**config.mk**
```make
export PLATFORM = sky130hd
export DESIGN_NAME = chgw_mul
export DESIGN_NICKNAME = d
export VERILOG_FILES = /design/src/hw/rtl/chgw_pkg.sv /design/src/hw/rtl/chgw_mul.sv
export SDC_FILE = /design/constraint.sdc
export NUM_CORES = 2
export LEC_CHECK = 0
export BUFFER_PORTS_ARGS = -buffer_cell sky130_fd_sc_hd__buf_2
export CAP_MARGIN = 25
export CELL_PAD_IN_SITES_DETAIL_PLACEMENT = 1
export CELL_PAD_IN_SITES_GLOBAL_PLACEMENT = 2
export CORE_ASPECT_RATIO = 1.25
export CORE_UTILIZATION = 41
export DETAILED_ROUTE_END_ITERATION = 8
export PLACE_DENSITY = 0.92
export SLEW_MARGIN = 5
export SYNTH_ARGS = -nofsm -noshare
export SYNTH_HDL_FRONTEND = slang
export SYNTH_SLANG_ARGS = --single-unit
export TNS_END_PERCENT = 100
```
**constraint.sdc**
```tcl
create_clock -name clock -period 8.4 [get_ports clock]
set_input_delay 1.68 -clock clock [delete_from_list [all_inputs] [get_ports clock]]
set_output_delay 1.68 -clock clock [all_outputs]
set_load 0.02 [all_outputs]
```
**src/hw/rtl/chgw_pkg.sv**
```systemverilog
// ----------------------------------------------------------------------------
// chgw_pkg
// Shared constants for the gift-wrapping convex hull block.
// ----------------------------------------------------------------------------
package chgw_pkg;

   // Multiplier bits consumed per cycle by the serial product unit.
   localparam int MUL_DIGIT = 8;

   // Width of the load-order index on the result channel.
   localparam int VERTEX_INDEX_BITS = 6;

endpackage

```
**src/hw/rtl/chgw_mul.sv**
```systemverilog
// ----------------------------------------------------------------------------
// chgw_mul
// Unsigned serial multiplier, MUL_DIGIT bits of the second operand per cycle.
// ----------------------------------------------------------------------------
module chgw_mul #(
   parameter int A_BITS = 68,
   parameter int B_BITS = 34
) (
   input  logic                       clock,
   input  logic                       reset,
   input  logic                       start,
   input  logic [A_BITS-1:0]          a,
   input  logic [B_BITS-1:0]          b,
   output logic                       done,
   output logic [A_BITS+B_BITS-1:0]   prod
);
   import chgw_pkg::*;

   localparam int P_BITS = A_BITS + B_BITS;
   localparam int STEPS  = (B_BITS + MUL_DIGIT - 1) / MUL_DIGIT;
   localparam int S_BITS = $clog2(STEPS + 1);

   logic [P_BITS-1:0] acc_ff, acc_in;
   logic [P_BITS-1:0] a_ff, a_in;
   logic [B_BITS-1:0] b_ff, b_in;
   logic [S_BITS-1:0] step_ff, step_in;
   logic              busy_ff, busy_in;
   logic              done_ff, done_in;

   always_comb begin
      acc_in  = acc_ff;
      a_in    = a_ff;
      b_in    = b_ff;
      step_in = step_ff;
      busy_in = busy_ff;
      done_in = 1'b0;
      if (start) begin
         acc_in  = '0;
         a_in    = P_BITS'(a);
         b_in    = b;
         step_in = '0;
         busy_in = 1'b1;
      end else if (busy_ff) begin
         acc_in  = acc_ff + P_BITS'(a_ff * b_ff[MUL_DIGIT-1:0]);
         a_in    = a_ff << MUL_DIGIT;
         b_in    = b_ff >> MUL_DIGIT;
         step_in = step_ff + 1'b1;
         if (step_ff == S_BITS'(STEPS - 1)) begin
            busy_in = 1'b0;
            done_in = 1'b1;
         end
      end
   end

   always_ff @(posedge clock) begin
      acc_ff  <= acc_in;
      a_ff    <= a_in;
      b_ff    <= b_in;
      step_ff <= step_in;
      if (reset) begin
         busy_ff <= 1'b0;
         done_ff <= 1'b0;
      end else begin
         busy_ff <= busy_in;
         done_ff <= done_in;
      end
   end

   assign done = done_ff;
   assign prod = acc_ff;

endmodule

```
==> out/metrics.csv <==
stage;metric;value;unit
floorplanning;Core Region;87200;um2
timing;fin crit share;90.5;%
floorplanning;Die ar.;89300;um2
finish;fillers;10100;
grt;Overall Global Routing Usage;26.4;%
floorplanning;die width;267;um
finish;Area growth syn-to-layout;9.13;%
synth;Yosys top cell by area;fa_1;
worst_setup_path;R2R depth;21;
hold_path;Hold EP;done;
synth;syn_nets;4784;
synth;mapped cell area;36100;um2
routing;DRT Wirelength;114000;um
placed_design;Port Buffers;207;
worst_setup_path;CP Class;reg2reg;
worst_setup_path;crit path from;b_ff[2];
worst_setup_path;worst path cell trace;buf_4 -> and2_1 -> fa_1 -> fa_1 -> fa_1 -> inv_1 -> fa_1 -> inv_1 -> ha_1 -> o211a_1 -> a211oi_1 -> a211oi_1 -> o2111ai_1 -> a21oi_1 -> o21ai_0 -> a311oi_1 -> o21ai_0 -> a21oi_1 -> o221ai_1 -> xnor2_1 -> o21ai_0;
worst_setup_path;CP max stage cell;edfxtp_1;
timing;RSZ-0062 raised after global routing;no;
clock_tree;CTS tree;done;
clock_tree;Num Clock Sinks;243;
timing;final max-slew violation count;0;
worst_setup_path;Max FO, Critical Path;18;
worst_setup_path;R2R Setup Slk;0.80;ns
floorplanning;Initial Utilization;41.4;%
worst_setup_path;worst path required time;8.84;ns
worst_setup_path;CP peak stage delay;0.91;ns
clock_tree;clk slew on worst S/H paths;0.07;ns
grt;vias in the first global route;31100;
worst_setup_path;CP Buf/Inv Count;3;
routing;Detail Route Antenna Nets;0;
timing;Hold Vio Cnt, Final;0;
grt;GRT met1 Usage;31.9;%
synth;EDFF count, synth;102;
timing;Slew headroom;31.6;%
floorplanning;row count;121;
grt;largest net degree at the start of global routing;136;
synth;Yosys warning total;0;
routing;DR pass1 iterations;5;
grt;M2 GR Usage;47.4;%
synth;sequential fraction of the synthesis area;16.3;%
timing;Slew @ Worst Pin;1.03;ns
grt;initial antenna violation count;3;
synth;Synth top area share;37.5;%
grt;GR peak layer;met2;
clock_tree;CTS max path bufs;3;
placed_design;hpwl dp;87000;um
timing;total negative setup slack;0;ns
finish;share of cells above drive strength 1;9.85;%
grt;global route overflow;0;
synth;flops & latches, synth;243;
worst_setup_path;Top delay family on crit path;compound AO/OA/AOI/OAI gates;
hold_path;hold crit path type;reg2reg;
synth;mean area per synthesized cell;9.28;um2
grt;met3 Resource Use GR;3.09;%
worst_setup_path;FF-to-FF Start;b_ff[2];
timing;Fmax;131;MHz
clock_tree;worst-skew pair later-pin latency;0.59;ns
synth;top cells by area, synth;fa_1, and2_1, edfxtp_1, inv_1, dfxtp_1;
clock_tree;root buf cell;clkbuf_16;
finish;area taken by multi-input logic gates;26400;um2
flow_run;maxcap violations;0;
timing;Setup Skew;0.0307;ns
clock_tree;cts bufs inserted;35;
synth;ys async rst share;0;%
worst_setup_path;Critical Path Most Common Cell;fa_1;
routing;DRT iter0 DRCs;1368;
routing;overall via count from detail_route;27300;
routing;Post-route DRC;0;
worst_setup_path;r2r endpoint;prod[101];
worst_setup_path;crit start category;register;
timing;final setup fails;0;
finish;FF+latch area;5890;um2
grt;first-pass GRT wire length;179000;um
synth;Netlist cell types;72;
synth;Primary FF master, synth;dfxtp_1;
routing;wire per inst;22.2;um
clock_tree;Post-CTS Setup Bufs;0;
routing;Vias/cell;5.30;
clock_tree;H-tree levels;2;
clock_tree;post-cts sizing count;0;
timing;Tmin final;7.60;ns
placed_design;GP Congestion;0.911;
hold_path;Min-Delay Path Depth;2;
run_status;result of the run;finished clean;
floorplanning;I/O pins;208;
clock_tree;cts hold-fix bufs;0;
worst_setup_path;CP arrival;8.05;ns
synth;Mapped Cells;3890;
worst_setup_path;Worst setup EP type;register;
floorplanning;die height;334;um
hold_path;start point of the worst hold path;step_ff[2];
finish;Final nets;4847;
## worst max path at each step
stage,endpoint,depth (start not counted)
2_1_floorplan,prod[100],23
3_3_place_gp,prod[101],22
3_5_place_dp,prod[101],22
4_1_cts,prod[101],22
5_1_grt,prod[101],21
6_report,prod[101],21
## cell type report
| cell class | count | area share (%) |
|---|---|---|
| inverters | 813 | 7.76 |
| diodes | 1 | 0.00635 |
| clock buffers | 43 | 2.48 |
| clock inverters | 20 | 0.676 |
| repair buffers | 229 | 3.43 |
| well taps | 1168 | 3.71 |
| flip-flops and latches | 243 | 14.9 |
| multi-input cells | 2631 | 67.0 |
## state kept, by name (all words and copies together) (netlist names)
name and count:
prod 102, done 1, a_ff 102, b_ff 34, step_ff 3, busy_ff 1
## metal layers
metal / vias up / share of wire, %
li1: 12000 / -
met2: 712 / 51
met1: 14400 / 40
met3: 218 / 4.3
met4: 0 / 4.4
met5: - / 0
## logic make-up (layout without fill, tap and decap cells)
logic type / Yosys count / after routing / synth area share, %
fa+ha+maj: 789 / 789 / 41.4
compound gates: 416 / 416 / 7.49
other cells: 0 / 1 / 0
flops: 243 / 243 / 16.3
simple gates: 1154 / 1154 / 16.8
buf+inv: 1016 / 1105 / 10.6
xor+xnor: 107 / 107 / 2.60
mux: 165 / 165 / 4.87
## stage by stage
step | std cells | area, um2 | hold WS, ns | util, % | setup WS [ns]
after floorplan | 3890 | 36100 | 0.449 | - | 2.47
after global placement | 5082 | 38100 | 0.473 | 43.7 | 0.826
after detailed placement | 5082 | 38100 | 0.472 | 43.7 | 0.633
after CTS | 5145 | 39300 | 0.488 | 45.1 | 0.618
after global routing | 5147 | 39400 | 0.509 | 45.2 | 0.384
final | 5148 | 39400 | 0.486 | 45.2 | 0.795
## cells in the mapped netlist (all sizes together) (13+ instances only)
cell,number
nand4,40
edfxtp,102
nor2,149
dfxtp,141
mux2,86
xor2,44
inv,812
a21oi,123
fa,676
o21bai,28
nand2,320
nand3,13
ha,113
clkbuf,185
and2,566
mux2i,79
a31oi,16
a211oi,14
a21o,63
o22ai,45
buf,18
o21ai,56
nor3,16
xnor2,63
## worst min-delay path, delay by kind of cell (launching register included)
kind             cells  cell delay [ns]
and+or+nand+nor      2             0.12
DFF                  1             0.32
## cell usage in the layout (no fill, tap or decap), types with 5 or more instances in the layout
cell type,n
ha_1,113
a31oi_1,15
o211ai_1,5
nand3_1,13
buf_4,12
o21a_1,11
o21ai_0,53
inv_1,812
a211oi_1,14
edfxtp_1,102
nor2_1,149
mux2_2,86
clkinv_4,7
clkbuf_16,37
nand4_1,40
buf_2,206
bufinv_16,5
and3_1,8
and2_1,566
mux2i_1,79
nand2b_1,5
a21o_1,63
xor2_1,44
o21bai_1,28
o31ai_1,12
nor2b_1,11
xnor2_1,63
nand2_1,320
or3_1,5
fa_1,676
nor3_1,15
o22ai_1,45
buf_12,8
dfxtp_1,140
and4_1,5
a21oi_1,122
o221ai_1,5
Power is left out: the tool's default activity adds up to more than one toggle a clock period on the data nets, which glitch-free logic cannot reach.
